**src/hw/rtl/epoch_seconds_to_cp56_calendar_defines.svh**
```systemverilog
// Assertion macros shared by the calendar converter.
`ifndef EPOCH_SECONDS_TO_CP56_CALENDAR_DEFINES_SVH
`define EPOCH_SECONDS_TO_CP56_CALENDAR_DEFINES_SVH

// Implication checked on every clock edge outside reset.
`define ESC_ASSERT(lbl, clk, rst_n, prop, msg) \
    lbl: assert property (@(posedge clk) disable iff (!rst_n) (prop)) else $error(msg);

// Implication checked on every clock edge, reset included.
`define ESC_ASSERT_ALWAYS(lbl, clk, prop, msg) \
    lbl: assert property (@(posedge clk) (prop)) else $error(msg);

`endif

```
**src/hw/rtl/esc_pkg.sv**
```systemverilog
// ----------------------------------------------------------------------------
// esc_pkg
// Types, constants and small helpers for the epoch to CP56 calendar converter.
// ----------------------------------------------------------------------------
`timescale 1ns / 1ps

package esc_pkg;

    localparam int unsigned SecsPerDay  = 86400;
    localparam int unsigned SecsPerHour = 3600;
    localparam int unsigned MsPerSec    = 1000;
    localparam int unsigned DaysW       = 16;
    localparam int unsigned TodW        = 17;

    // Days from 1970-01-01 to 1 January of year 1970+k, for k = 0..137.
    localparam int unsigned NumYears    = 138;

    typedef logic [DaysW-1:0] t_days;
    typedef logic [TodW-1:0]  t_tod;

    function automatic logic is_leap(input logic [11:0] year);
        logic l4, l100, l400;
        begin
            l4   = (year[1:0] == 2'd0);
            l100 = (year % 12'd100) == 12'd0;
            l400 = (year % 12'd400) == 12'd0;
            return (l4 && !l100) || l400;
        end
    endfunction

    function automatic t_days year_start(input logic [7:0] k);
        int unsigned d;
        int unsigned y;
        begin
            d = 0;
            for (y = 1970; y < 2108; y++) begin
                if (y - 1970 < k) begin
                    d = d + (is_leap(12'(y)) ? 366 : 365);
                end
            end
            return t_days'(d);
        end
    endfunction

    // Since 8 is 1 modulo 7, summing the octal digits keeps the residue.
    function automatic logic [2:0] mod7(input t_days d);
        logic [5:0] s1;
        logic [3:0] s2;
        begin
            s1 = 6'(d[2:0]) + 6'(d[5:3]) + 6'(d[8:6]) + 6'(d[11:9])
               + 6'(d[14:12]) + 6'(d[15]);
            s2 = 4'(s1[5:3]) + 4'(s1[2:0]);
            return (s2 >= 4'd7) ? 3'(s2 - 4'd7) : 3'(s2);
        end
    endfunction

    function automatic logic [8:0] month_start(input logic [3:0] m, input logic leap);
        logic [8:0] s;
        begin
            case (m)
                4'd1:    s = 9'd0;
                4'd2:    s = 9'd31;
                4'd3:    s = 9'd59;
                4'd4:    s = 9'd90;
                4'd5:    s = 9'd120;
                4'd6:    s = 9'd151;
                4'd7:    s = 9'd181;
                4'd8:    s = 9'd212;
                4'd9:    s = 9'd243;
                4'd10:   s = 9'd273;
                4'd11:   s = 9'd304;
                4'd12:   s = 9'd334;
                default: s = 9'd0;
            endcase
            if (leap && m > 4'd2) begin
                s = s + 9'd1;
            end
            return s;
        end
    endfunction

    function automatic logic [2:0] weekday_of(input logic [2:0] r);
        logic [2:0] w;
        begin
            case (r)
                3'd0:    w = 3'd4;
                3'd1:    w = 3'd5;
                3'd2:    w = 3'd6;
                3'd3:    w = 3'd7;
                3'd4:    w = 3'd1;
                3'd5:    w = 3'd2;
                3'd6:    w = 3'd3;
                default: w = 3'd1;
            endcase
            return w;
        end
    endfunction

endpackage

```
**src/hw/rtl/esc_split.sv**
```systemverilog
// ----------------------------------------------------------------------------
// esc_split
// Splits seconds into day count and time of day by a reciprocal multiply.
// ----------------------------------------------------------------------------
`timescale 1ns / 1ps

module esc_split (
    input  logic                 i_clk,
    input  logic                 i_rst_n,
    input  logic                 i_en,
    input  logic                 i_valid,
    input  logic [31:0]          i_secs,
    output logic                 o_valid,
    output esc_pkg::t_days       o_days,
    output esc_pkg::t_tod        o_tod
);
    import esc_pkg::*;

    // floor(x/86400) = (x * M) >> 48 estimate, corrected by one compare.
    localparam logic [31:0] Recip = 32'(64'(1) * (2**48) / SecsPerDay);

    logic             r_v1, r_v2;
    logic [31:0]      r_secs1;
    logic [63:0]      r_prod;
    t_days            r_days;
    t_tod             r_tod;
    logic [33:0]      w_rem;
    t_days            w_q;

    assign w_q   = t_days'(r_prod[63:48]);
    assign w_rem = 34'(r_secs1) - 34'(w_q) * 34'(SecsPerDay);

    always_ff @(posedge i_clk) begin
        if (!i_rst_n) begin
            r_v1 <= 1'b0;
            r_v2 <= 1'b0;
        end else if (i_en) begin
            r_v1 <= i_valid;
            r_v2 <= r_v1;
        end
    end

    always_ff @(posedge i_clk) begin
        if (i_en) begin
            r_secs1 <= i_secs;
            r_prod  <= 64'(i_secs) * 64'(Recip);
            if (w_rem >= 34'(SecsPerDay)) begin
                r_days <= w_q + t_days'(1);
                r_tod  <= t_tod'(w_rem - 34'(SecsPerDay));
            end else begin
                r_days <= w_q;
                r_tod  <= t_tod'(w_rem);
            end
        end
    end

    assign o_valid = r_v2;
    assign o_days  = r_days;
    assign o_tod   = r_tod;
endmodule

```
**config.mk**
```make
export PLATFORM = sky130hd
export DESIGN_NAME = esc_split
export DESIGN_NICKNAME = d
export VERILOG_FILES = /design/src/hw/rtl/epoch_seconds_to_cp56_calendar_defines.svh /design/src/hw/rtl/esc_pkg.sv /design/src/hw/rtl/esc_split.sv
export SDC_FILE = /design/constraint.sdc
export NUM_CORES = 1
export LEC_CHECK = 0
export BUFFER_PORTS_ARGS = -buffer_cell sky130_fd_sc_hd__buf_2
export CAP_MARGIN = 20
export CORE_UTILIZATION = 61
export CTS_CLUSTER_DIAMETER = 150
export CTS_CLUSTER_SIZE = 16
export DETAILED_ROUTE_END_ITERATION = 7
export GPL_ROUTABILITY_DRIVEN = 0
export PLACE_DENSITY = 0.77
export SLEW_MARGIN = 20
export SYNTH_ARGS = -nofsm -noshare
export SYNTH_HDL_FRONTEND = slang
export SYNTH_SLANG_ARGS = --single-unit
```
**constraint.sdc**
```tcl
create_clock -name i_clk -period 14 [get_ports i_clk]
set_input_delay 2.1 -clock i_clk [delete_from_list [all_inputs] [get_ports i_clk]]
set_output_delay 2.1 -clock i_clk [all_outputs]
set_load 0.01 [all_outputs]
```
# --- Word level (Yosys, flattened, before mapping) ---
# Index checks and enable logic that the tools add are counted.
totals:
  reg_bits: 130
  out_inout_bits: 34
  elab_cells: 14
op_classes:
  order_cmp: 1
  mux: 2
  add_sub_neg: 3
  n_mul: 2
ops:
  columns: ["operator", "count"]
  rows:
  - ["$mul 32x31->63 const B", 1]
  - ["$ge 34x17->1 const B", 1]
  - ["$sub 32x33->34", 1]
  - ["$mul 16x10->26 const B", 1]
  - ["$mux 17", 1]
  - ["$sub 17x17->17 const B", 1]
  - ["$add 16x1->16 const B", 1]
  - ["$mux 16", 1]

# --- Logic depth before layout (Yosys ltp) ---
# Gate-level depths: netlist of the first run.
logic_depth:
  depth_word: 4
  ltp_mapped: 31

# --- Worst setup path after synthesis of the first run ---
# OpenSTA, ideal clock, no wires.
synth_timing:
  path_type: "input to register"
  start: "input i_secs[10]"
  end: "register r_prod[63], data pin"
  n_path_buf: 0
  path_slack_ps: 5276
  arrival_ps: 8588
  t_required_ps: 13864
  cell_stages: 23
  setup_time_ps: 136
  path_cell_list: "fa_1 ha_1 inv_1 fa_1 inv_1 fa_1 fa_1 inv_1 fa_1 inv_1 fa_1 fa_1 ha_1 and4_1 and4_1 or4b_2 nand4_1 o31a_1 a41oi_1 o21ai_1 o41a_1 or4_1 nand3_1"
synth_between:
  elab_chain_len: 1
synth_rtl:
  columns: ["element", "line", "text"]
  rows:
  - ["start: declaration", "esc_split.sv:12", "input logic [31:0] i_secs,"]
  - ["$mul 32x31->63", "esc_split.sv:46", "r_prod <= 64'(i_secs) * 64'(Recip);"]
  - ["end signal: assignment", "esc_split.sv:46", null]
  - ["end: declaration", "esc_split.sv:24", "logic [63:0] r_prod;"]
# No other way between the ends.
# A chain may end at the register's enable or synchronous reset.

# --- Worst setup path in the final report of the first run ---
# Same ends and word-level chain as after synthesis.

==> summary.txt, run 1 <==
STA
  • Number of hold violations in the final report: 0
  • Time the final worst path needs with I/O delays and setup: roughly 9100 ps
  • Maximum frequency from static timing analysis: 0.110 GHz
  • Part of the cycle the worst path needs: around two thirds
  • Slew Limit Fails: 0
  • Setup skew after layout: 14.9 ps
  • PnR worst setup slack: roughly 5000 ps
  • Rel. slew slack: approximately 45%
  • Slew of the pin with the lowest slew margin: 812 ps
  • Final setup TNS: 0 ps
  • RSZ-0062 raised after global routing: no
  • Setup violations, final: 0

Worst setup path
  • Endpoint of the most critical register-to-register path: o_tod[8]
  • FF-to-FF path depth: 28
  • Arrival time of data at the critical path endpoint: 9330 ps
  • Critical path start-end classification: primary input to register
  • CP max FO: 11
  • Worst setup EP type: register
  • Buffers plus inverters on the worst setup path: 5
  • CP Cell Sequence: buf_2 -> fa_1 -> ha_1 -> inv_1 -> fa_1 -> inv_1 -> fa_1 -> fa_1 -> inv_1 -> fa_1 -> inv_1 -> fa_1 -> fa_1 -> ha_1 -> and4_1 -> and4_1 -> or4b_2 -> nand4_1 -> o31a_1 -> a41oi_1 -> o21ai_1 -> o41a_1 -> or4_1 -> nand3_1
  • Cell type of the slowest stage on the worst timing path: sky130_fd_sc_hd__fa_1
  • Family with the most delay on the worst path: adder cells
  • Required @ worst endpoint: ~14000 ps
  • Most used cell along the critical path: sky130_fd_sc_hd__fa_1
  • Startpoint type of the worst setup path: primary input
  • Startpoint of the worst register-to-register path: r_prod[48]
  • R2r setup slk: ~5800 ps
  • Largest stage delay, worst path: between 500 and 600 ps

Clock tree
  • Hold buffer count at cts: 0
  • Number of H-tree levels: 3
  • Clock transition time at the flip-flop clock pins of the worst setup and hold paths: around 60 ps
  • Number of clock sinks seen by CTS: 83
  • CTS tree: done
  • Quantity of gates resized following cts: 0
  • Total clock buffers created by CTS: 9
  • Post-CTS setup buffer count: 0
  • Latest clock arrival within the worst-skew pair: about 360 ps
  • Maximum buffer depth of the clock tree: 2
  • Cell chosen for the clock root: sky130_fd_sc_hd__clkbuf_16

Floorplan
  • Width of the chip: approximately 180 µm
  • Number of top-level pins: 70
  • Die Area: ~0.034 mm²
  • Area inside the core boundary: about 0.033 mm²
  • Initial standard-cell utilization of the core: 62.1%
  • # rows: between 60 and 70
  • Height of the die: 184 µm

Logic synthesis
  • Total nets after synthesis: 2804
  • Top cell types by occurrence after synthesis: sky130_fd_sc_hd__inv_1 (531), sky130_fd_sc_hd__ha_1 (527), sky130_fd_sc_hd__fa_1 (286), sky130_fd_sc_hd__edfxtp_1 (81), sky130_fd_sc_hd__nor2_1 (62)
  • Area share of the largest cell type after synthesis: between 30 and 40%
  • Top-count cell post-synth: sky130_fd_sc_hd__inv_1
  • Biggest area contributors in the synthesized netlist: sky130_fd_sc_hd__ha_1 (33%), sky130_fd_sc_hd__fa_1 (28%), sky130_fd_sc_hd__edfxtp_1 (12%)
  • Instance count of the mapped netlist: between 1500 and 2000
  • Dominant synthesized flop cell: sky130_fd_sc_hd__edfxtp_1
  • Sequential cell area fraction in the yosys report: between 10% and 20%
  • Count of state elements after synthesis: 83
  • Number of flops mapped to enable cells by yosys: 81
  • Post-synthesis cell type with the largest combined area: sky130_fd_sc_hd__ha_1
  • Cell area after synthesis: a little over 0.02 mm²
  • Number of library cell types mapped by synthesis: 70
  • Post-synth ARST share: 0%
  • Number of warnings issued by yosys: 0
  • Avg Inst Size Synth: approximately 10 µm²

Route
  • Per-cell routed wire length: between 15 and 20 µm
  • Final wirelength: between 40000 and 50000 µm
  • Initial DRC count: 639
  • Detailed-route vias per instance: around 5.6
  • DRC: 0
  • Antenna Nets Post-Route: 0
  • Count of vias placed by the detailed router: around 14000
  • Detailed-router iteration count before antenna repair: 5

Min path
  • Number of cells traversed by the worst hold path: 0
  • Hold endpoint: o_tod[4]
  • Hold wc startpoint: r_secs1[4]
  • Hold Path Class: register to register

GRT
  • Global-route wire length before repair: 74600 µm
  • Via count of the first global-routing pass: around 15000
  • Antenna violations before repair: 0
  • Global router's overall resource usage: roughly 29%
  • Maximum number of pins on one net before global-route repair: 53
  • GRT Residual Overflow: 0

Cells and area
  • Number of antenna diodes: 0
  • Share of final-layout standard cells stronger than drive strength 1: under 10%
  • Synth-to-layout area growth: 5.68%
  • Number of nets in the layout: roughly 2900

Run status
  • Result of the run: finished clean

Job
  • Max-cap violation count: 0

Placed design
  • Pre-CTS setup slack: 4560 ps
  • DPL Wire Length: around 38000 µm
  • Number of port buffers: 69
==> per-stage QoR <==
stage          hold WS, ps  instance area [µm²]  std cells  util, %
6_report               420                21300       2478     65.6
5_1_grt                424                21300       2478     65.6
4_1_cts                421                21300       2478     65.6
3_5_place_dp           405                21100       2462     64.7
3_3_place_gp           402                21100       2462     64.7
2_1_floorplan          400                20200       1955        -
==> cells in the final DEF, fill, tap and decap left out, types with 8 or more instances in the layout <==
cell type and instances:
sky130_fd_sc_hd__buf_2 68, sky130_fd_sc_hd__nor3_1 18, sky130_fd_sc_hd__xor2_1 29, sky130_fd_sc_hd__clkbuf_16 9, sky130_fd_sc_hd__o21ai_0 41, sky130_fd_sc_hd__nor2b_1 13
sky130_fd_sc_hd__nand3_1 22, sky130_fd_sc_hd__o21a_1 9, sky130_fd_sc_hd__a21oi_1 59, sky130_fd_sc_hd__nand2b_1 11, sky130_fd_sc_hd__nand2_1 41, sky130_fd_sc_hd__or3_1 10
sky130_fd_sc_hd__nand4_1 15, sky130_fd_sc_hd__and3_1 8, sky130_fd_sc_hd__nor2_1 62, sky130_fd_sc_hd__edfxtp_1 81, sky130_fd_sc_hd__nor4_1 8, sky130_fd_sc_hd__xnor2_1 44
sky130_fd_sc_hd__a21o_1 22, sky130_fd_sc_hd__a211oi_1 10, sky130_fd_sc_hd__inv_1 531, sky130_fd_sc_hd__fa_1 286, sky130_fd_sc_hd__ha_1 527
==> worst max path at each step <==
stage | cells past startpoint | from | slack, ps | endpoint
after detailed placement | 24 | i_secs[9] | 4560 | r_prod[63]
after global placement | 24 | i_secs[10] | 4690 | r_prod[63]
after global routing | 24 | i_secs[9] | 4600 | r_prod[63]
after floorplan | 23 | i_secs[10] | 5280 | r_prod[63]
after CTS | 24 | i_secs[9] | 4860 | r_prod[63]
final | 24 | i_secs[10] | 4890 | r_prod[63]
==> layer usage <==
| layer | part of all wire (%) | GRT usage, % | wire length, µm |
|---|---|---|---|
| met4 | 4.9 | 14.3 | 2230 |
| met2 | 50 | 51.1 | 22700 |
| met1 | 41 | 35.0 | 18300 |
| met5 | 0 | 0 | 0 |
| met3 | 4.3 | 2.85 | 1920 |
==> layout make-up <==
class                   count  area (µm²)
multi-input cells        1335       15700
fillers                  2620       11200
flip-flops and latches     83        2470
inverters                 531        1990
well taps                 442         553
repair buffers             71         363
clock buffers               9         225
clock inverters             7        51.3
==> state kept, by name, summed over array words and instances (netlist names) <==
name / cells
r_secs1: 32
o_tod: 17
o_days: 16
r_prod: 16
o_valid: 1
r_v1: 1
==> cells by family after synthesis <==
group	synth area share [%]
AOI/OAI and AO/OA	7.51
xor gates and xnor gates	3.17
adders and majority gates	61.0
buffers and inverters	10.1
DFF	12.2
muxes	0.353
and+or+nand+nor	5.62
Power of run 1 is left out: the tool's default activity adds up to more than one toggle a clock period on the data nets, which glitch-free logic cannot reach.
==> inputs of run 2 (changes only) <==
==> constraint.sdc (replaced) <==
create_clock -name i_clk -period 8.53 [get_ports i_clk]
set_input_delay 1.2795 -clock i_clk [delete_from_list [all_inputs] [get_ports i_clk]]
set_output_delay 1.2795 -clock i_clk [all_outputs]
set_load 0.01 [all_outputs]
==> summary.txt, run 2 (same netlist as run 1, synthesis figures left out) <==
Route
  • Antenna Nets Post-Route: 0 (unchanged)
  • Detailed-route vias per instance: 5.61 (-0.30%)
  • Initial DRC count: 609 (-4.7%)
  • Count of vias placed by the detailed router: 14000 (+0.47%)
  • Final wirelength: 45400 µm (+0.59%)
  • Detailed-router iteration count before antenna repair: 5 (unchanged)
  • Per-cell routed wire length: 18.2 µm (-0.18%)
  • DRC: 0 (unchanged)

Run status
  • Result of the run: finished clean

Clock tree
  • Hold buffer count at cts: 0 (unchanged)
  • Number of clock sinks seen by CTS: 83 (unchanged)
  • Quantity of gates resized following cts: 0 (unchanged)
  • Total clock buffers created by CTS: 9 (unchanged)
  • CTS tree: done
  • Post-CTS setup buffer count: 0 (unchanged)
  • Number of H-tree levels: 3 (unchanged)
  • Cell chosen for the clock root: sky130_fd_sc_hd__clkbuf_16
  • Maximum buffer depth of the clock tree: 2 (unchanged)
  • Latest clock arrival within the worst-skew pair: 360 ps (about the same)
  • Clock transition time at the flip-flop clock pins of the worst setup and hold paths: 70 ps (about the same)

Worst setup path
  • Endpoint of the most critical register-to-register path: o_tod[8]
  • FF-to-FF path depth: 29 (+3.6%)
  • R2r setup slk: 300 ps (-5510 ps)
  • Cell type of the slowest stage on the worst timing path: sky130_fd_sc_hd__edfxtp_1
  • Critical path start-end classification: register to register
  • Arrival time of data at the critical path endpoint: 8340 ps (-990 ps)
  • Startpoint of the worst register-to-register path: r_prod[50]
  • Startpoint type of the worst setup path: register
  • Required @ worst endpoint: 8630 ps (-5590 ps)
  • Buffers plus inverters on the worst setup path: 3 (-2)
  • Worst setup EP type: register
  • Largest stage delay, worst path: 580 ps (+50 ps)
  • Most used cell along the critical path: sky130_fd_sc_hd__ha_1
  • CP max FO: 27 (+16)
  • Family with the most delay on the worst path: compound AO/OA/AOI/OAI gates

Placed design
  • Pre-CTS setup slack: 134 ps (-4420 ps)
  • Number of port buffers: 69 (unchanged)
  • DPL Wire Length: 39100 µm (+2.2%)

Min path
  • Hold Path Class: register to register
  • Number of cells traversed by the worst hold path: 0 (unchanged)
  • Hold wc startpoint: r_secs1[2]
  • Hold endpoint: o_tod[2]

STA
  • Time the final worst path needs with I/O delays and setup: between 8000 and 9000 ps
  • Rel. slew slack: 49.7% (+4.4 points)
  • Number of hold violations in the final report: 0 (unchanged)
  • Final setup TNS: 0 ps (unchanged)
  • Part of the cycle the worst path needs: roughly 97%
  • PnR worst setup slack: 296 ps (-4590 ps)
  • Fin Hold WS: 423 ps (+2.82 ps)
  • RSZ-0062 raised after global routing: no
  • Slew of the pin with the lowest slew margin: 750 ps (-62.2 ps)
  • Slew Limit Fails: 0 (unchanged)
  • Maximum frequency from static timing analysis: roughly 0.12 GHz
  • Setup violations, final: 0 (unchanged)
  • Setup skew after layout: 9.69 ps (-5.22 ps)

Floorplan
  • # rows: 66 (unchanged)
  • Width of the chip: 184 µm (unchanged)
  • Height of the die: 184 µm (unchanged)
  • Number of top-level pins: 70 (unchanged)
  • Initial standard-cell utilization of the core: 62.1% (unchanged)
  • Area inside the core boundary: 0.0325 mm² (unchanged)
  • Die Area: 0.0338 mm² (unchanged)

GRT
  • GRT Residual Overflow: 0 (unchanged)
  • Met2 usage in global routing: 53.9% (+2.8 points)
  • Antenna violations before repair: 0 (unchanged)
  • Global-route wire length before repair: 74900 µm (+0.45%)
  • Global router's overall resource usage: 28.8% (about the same)
  • Via count of the first global-routing pass: 15400 (+1.7%)
  • GR met1 Demand/Resource: 34.2% (-0.80 points)
  • Maximum number of pins on one net before global-route repair: 53 (unchanged)
  • Grt met3 use: 2.26% (-0.59 points)
  • Most Crowded Layer GR: met2

Cells and area
  • Number of antenna diodes: 0 (unchanged)
  • Flip-flop count of the largest register, all copies and words added: 32 (unchanged)
  • Share of final-layout standard cells stronger than drive strength 1: 6.03% (+0.93 points)
  • Top reg by flops: r_secs1
  • Commonest non-fill, non-tap cell in the layout: sky130_fd_sc_hd__inv_1
  • Highest-count cells in the layout ignoring fill and taps: sky130_fd_sc_hd__inv_1 (531), sky130_fd_sc_hd__ha_1 (527), sky130_fd_sc_hd__fa_1 (286)
  • Synth-to-layout area growth: 6.63%
  • Number of nets in the layout: 2899 (+0.66%)

Job
  • Max-cap violation count: 0 (unchanged)
==> run 2: final cells by class <==
cell class                 instances  area [µm²]
multi-input combinational       1335       15700
fill                            2556       11000
timing repair buffer              90         505
clock inverter                     7         100
inverter                         531        1990
sequential                        83        2470
tap                              442         553
clock buffer                       9         225
==> run 2: metrics by stage <==
stage                     cells  util, %  instance area [µm²]
final                      2497     66.2                21500
after detailed placement   2481     65.2                21200
after floorplan            1955        -                20200
after CTS                  2497     66.2                21500
after global routing       2497     66.2                21500
after global placement     2481     65.2                21200
==> run 2: per-layer routing <==
layer,up-vias,wire [µm]
li1,6636,-
met1,6997,18700
met2,298,23500
met3,81,1520
met4,0,1610
met5,-,0
==> run 2: worst max-delay path by stage <==
stage / start / endpoint / slack [ps] / cells past startpoint
floorplan: i_secs[10] / r_prod[63] / 630 / 23
global placement: i_secs[10] / r_prod[63] / 260 / 24
detailed placement: i_secs[11] / r_prod[63] / 130 / 24
CTS: r_prod[50] / o_tod[8] / 400 / 28
global route: r_prod[50] / o_tod[8] / 20 / 28
finish: r_prod[50] / o_tod[8] / 300 / 29
Power of run 2 is left out for the same reason.
==> inputs of run 3 (changes only) <==
--- a/config.mk
+++ b/config.mk
@@ -5,13 +5,14 @@
 export SDC_FILE = /design/constraint.sdc
 export NUM_CORES = 1
 export LEC_CHECK = 0
-export BUFFER_PORTS_ARGS = -buffer_cell sky130_fd_sc_hd__buf_2
+export BUFFER_PORTS_ARGS = -buffer_cell sky130_fd_sc_hd__buf_4
 export CAP_MARGIN = 20
 export CORE_UTILIZATION = 61
 export CTS_CLUSTER_DIAMETER = 150
 export CTS_CLUSTER_SIZE = 16
 export DETAILED_ROUTE_END_ITERATION = 7
 export GPL_ROUTABILITY_DRIVEN = 0
+export GPL_TIMING_DRIVEN = 0
 export PLACE_DENSITY = 0.77
 export SLEW_MARGIN = 20
 export SYNTH_ARGS = -nofsm -noshare
==> summary.txt, run 3 (same netlist as run 1, synthesis figures left out) <==
Run status
  • Result of the run: finished clean

Worst setup path
  • CP max FO: 11 (-59%)
  • R2r setup slk: 410 ps (+110 ps)
  • Buffers plus inverters on the worst setup path: 5 (+2)
  • Family with the most delay on the worst path: adder cells
  • Arrival time of data at the critical path endpoint: 8500 ps (+160 ps)
  • Required @ worst endpoint: 8740 ps (+110 ps)
  • Cell type of the slowest stage on the worst timing path: sky130_fd_sc_hd__fa_1
  • Startpoint type of the worst setup path: primary input
  • Startpoint of the worst register-to-register path: r_prod[51]
  • Endpoint of the most critical register-to-register path: o_tod[8]
  • CP startpoint: i_secs[9]
  • FF-to-FF path depth: 30 (+3.4%)
  • Critical path start-end classification: primary input to register
  • Most used cell along the critical path: sky130_fd_sc_hd__fa_1
  • CP Cell Sequence: buf_4 -> fa_1 -> ha_1 -> inv_1 -> fa_1 -> inv_1 -> fa_1 -> fa_1 -> inv_1 -> fa_1 -> inv_1 -> fa_1 -> fa_1 -> ha_1 -> and4_1 -> and4_1 -> or4b_2 -> nand4_1 -> o31a_1 -> a41oi_2 -> o21ai_2 -> o41a_1 -> or4_1 -> nand3_1
  • CP Depth: 24 (-17%)
  • Largest stage delay, worst path: 570 ps (about the same)
  • Worst setup EP type: register
  • Capture point of the critical path: r_prod[63]

Job
  • Max-cap violation count: 0 (unchanged)

STA
  • Number of hold violations in the final report: 0 (unchanged)
  • Slew Limit Fails: 0 (unchanged)
  • Setup skew after layout: 11.8 ps (+2.15 ps)
  • RSZ-0062 raised after global routing: no
  • Maximum frequency from static timing analysis: 0.121 GHz (-0.66%)
  • Rel. slew slack: 29.7% (-20 points)
  • Part of the cycle the worst path needs: 97.2% (+0.64 points)
  • PnR worst setup slack: 241 ps (-54.9 ps)
  • Slew of the pin with the lowest slew margin: 1050 ps (+305 ps)
  • Time the final worst path needs with I/O delays and setup: 8290 ps (+54.9 ps)
  • Setup violations, final: 0 (unchanged)

Cells and area
  • Number of antenna diodes: 0 (unchanged)
  • Synth-to-layout area growth: 7.56%
  • Number of non-filler instances in the completed layout: 2494 (-0.12%)
  • Multi-input gate area in the final layout: 0.0157 mm² (+0.27%)
  • Flip-flop count of the largest register, all copies and words added: 32 (unchanged)
  • Highest-count cells in the layout ignoring fill and taps: sky130_fd_sc_hd__inv_1 (531), sky130_fd_sc_hd__ha_1 (526), sky130_fd_sc_hd__fa_1 (285)
  • Post-route standard cell area excluding fillers: 0.0217 mm² (+0.87%)
  • Final Core Density: 66.8% (+0.58 points)
  • Share of final-layout standard cells stronger than drive strength 1: 6.09% (+0.058 points)
  • Fillers: 2543 (-0.51%)
  • Top reg by flops: r_secs1
  • Number of nets in the layout: 2896 (-0.10%)
  • Register Area: 0.00247 mm² (unchanged)
  • Commonest non-fill, non-tap cell in the layout: sky130_fd_sc_hd__inv_1

Clock tree
  • Total clock buffers created by CTS: 9 (unchanged)
  • Cell chosen for the clock root: sky130_fd_sc_hd__clkbuf_16
  • Number of clock sinks seen by CTS: 83 (unchanged)
  • CTS tree: done
  • Latest clock arrival within the worst-skew pair: 360 ps (about the same)
  • Maximum buffer depth of the clock tree: 2 (unchanged)
  • Number of H-tree levels: 3 (unchanged)
  • Hold buffer count at cts: 0 (unchanged)
  • Clock transition time at the flip-flop clock pins of the worst setup and hold paths: 60 ps (about the same)

Floorplan
  • Number of top-level pins: 70 (unchanged)
  • # rows: 66 (unchanged)
  • Width of the chip: 184 µm (unchanged)
  • Area inside the core boundary: 0.0325 mm² (unchanged)
  • Die Area: 0.0338 mm² (unchanged)
  • Height of the die: 184 µm (unchanged)
  • Initial standard-cell utilization of the core: 62.1% (unchanged)

GRT
  • GRT Residual Overflow: 0 (unchanged)
  • Via count of the first global-routing pass: 15300 (-0.42%)
  • Maximum number of pins on one net before global-route repair: 84 (+58%)
  • Antenna violations before repair: 0 (unchanged)
  • Global-route wire length before repair: 74900 µm (about the same)
  • Global router's overall resource usage: 28.9% (+0.081 points)

Route
  • Per-cell routed wire length: 17.9 µm (-1.4%)
  • Count of vias placed by the detailed router: 13800 (-1.3%)
  • Initial DRC count: 554 (-9.0%)
  • Antenna Nets Post-Route: 0 (unchanged)
  • Final wirelength: 44700 µm (-1.5%)
  • Detailed-router iteration count before antenna repair: 5 (unchanged)
  • DRC: 0 (unchanged)
  • Detailed-route vias per instance: 5.55 (-1.1%)

Placed design
  • Cell count after placement: 2466 (-0.60%)
  • Number of port buffers: 69 (unchanged)
  • DPL Wire Length: 37000 µm (-5.5%)
  • Cell area after placement: 0.0213 mm² (+0.27%)
  • Pre-CTS setup slack: -378 ps (-512 ps)

Min path
  • Hold Path Class: register to register
==> run 3: timing repair <==
item	CTS	global route
setup buffers	2	10
endpoints found under the setup margin	3	26
cloned	0	0
gates resized for setup	2	5
pin swaps	1	6
==> run 3: area by class of cell <==
type                       instances  share of cell area, %
inverter                         531                   9.18
clock inverter                     7                  0.449
clock buffer                       9                   1.04
sequential                        83                   11.4
timing repair buffer              81                   2.80
buffer                             6                  0.207
tap                              442                   2.55
multi-input combinational       1335                   72.4
==> run 3: worst min path at each step <==
| stage | from | endpoint | slack, ps | depth (start not counted) |
|---|---|---|---|---|
| floorplan | r_secs1[0] | o_tod[0] | 400 | 0 |
| global placement | r_secs1[2] | o_tod[2] | 400 | 0 |
| detailed placement | r_secs1[2] | o_tod[2] | 410 | 0 |
| CTS | r_secs1[2] | o_tod[2] | 420 | 0 |
| global route | r_secs1[2] | o_tod[2] | 420 | 0 |
| finish | r_secs1[2] | o_tod[2] | 420 | 0 |
==> run 3: layer usage <==
metal / GRT usage (%) / part of all wire, % / vias up
met1: 35.3 / 42 / 6836
li1: - / - / 6623
met4: 11.3 / 3.8 / 0
met2: 52.7 / 51 / 292
met3: 2.32 / 3.2 / 85
met5: 0 / 0 / -
==> run 3: metrics by stage <==
stage | setup TNS (ps) | hold slack, ps
floorplan | 0 | 400
global placement | -503 | 401
CTS | 0 | 421
global route | 0 | 425
detailed placement | -1030 | 406
finish | 0 | 420
Power of run 3 is left out for the same reason.
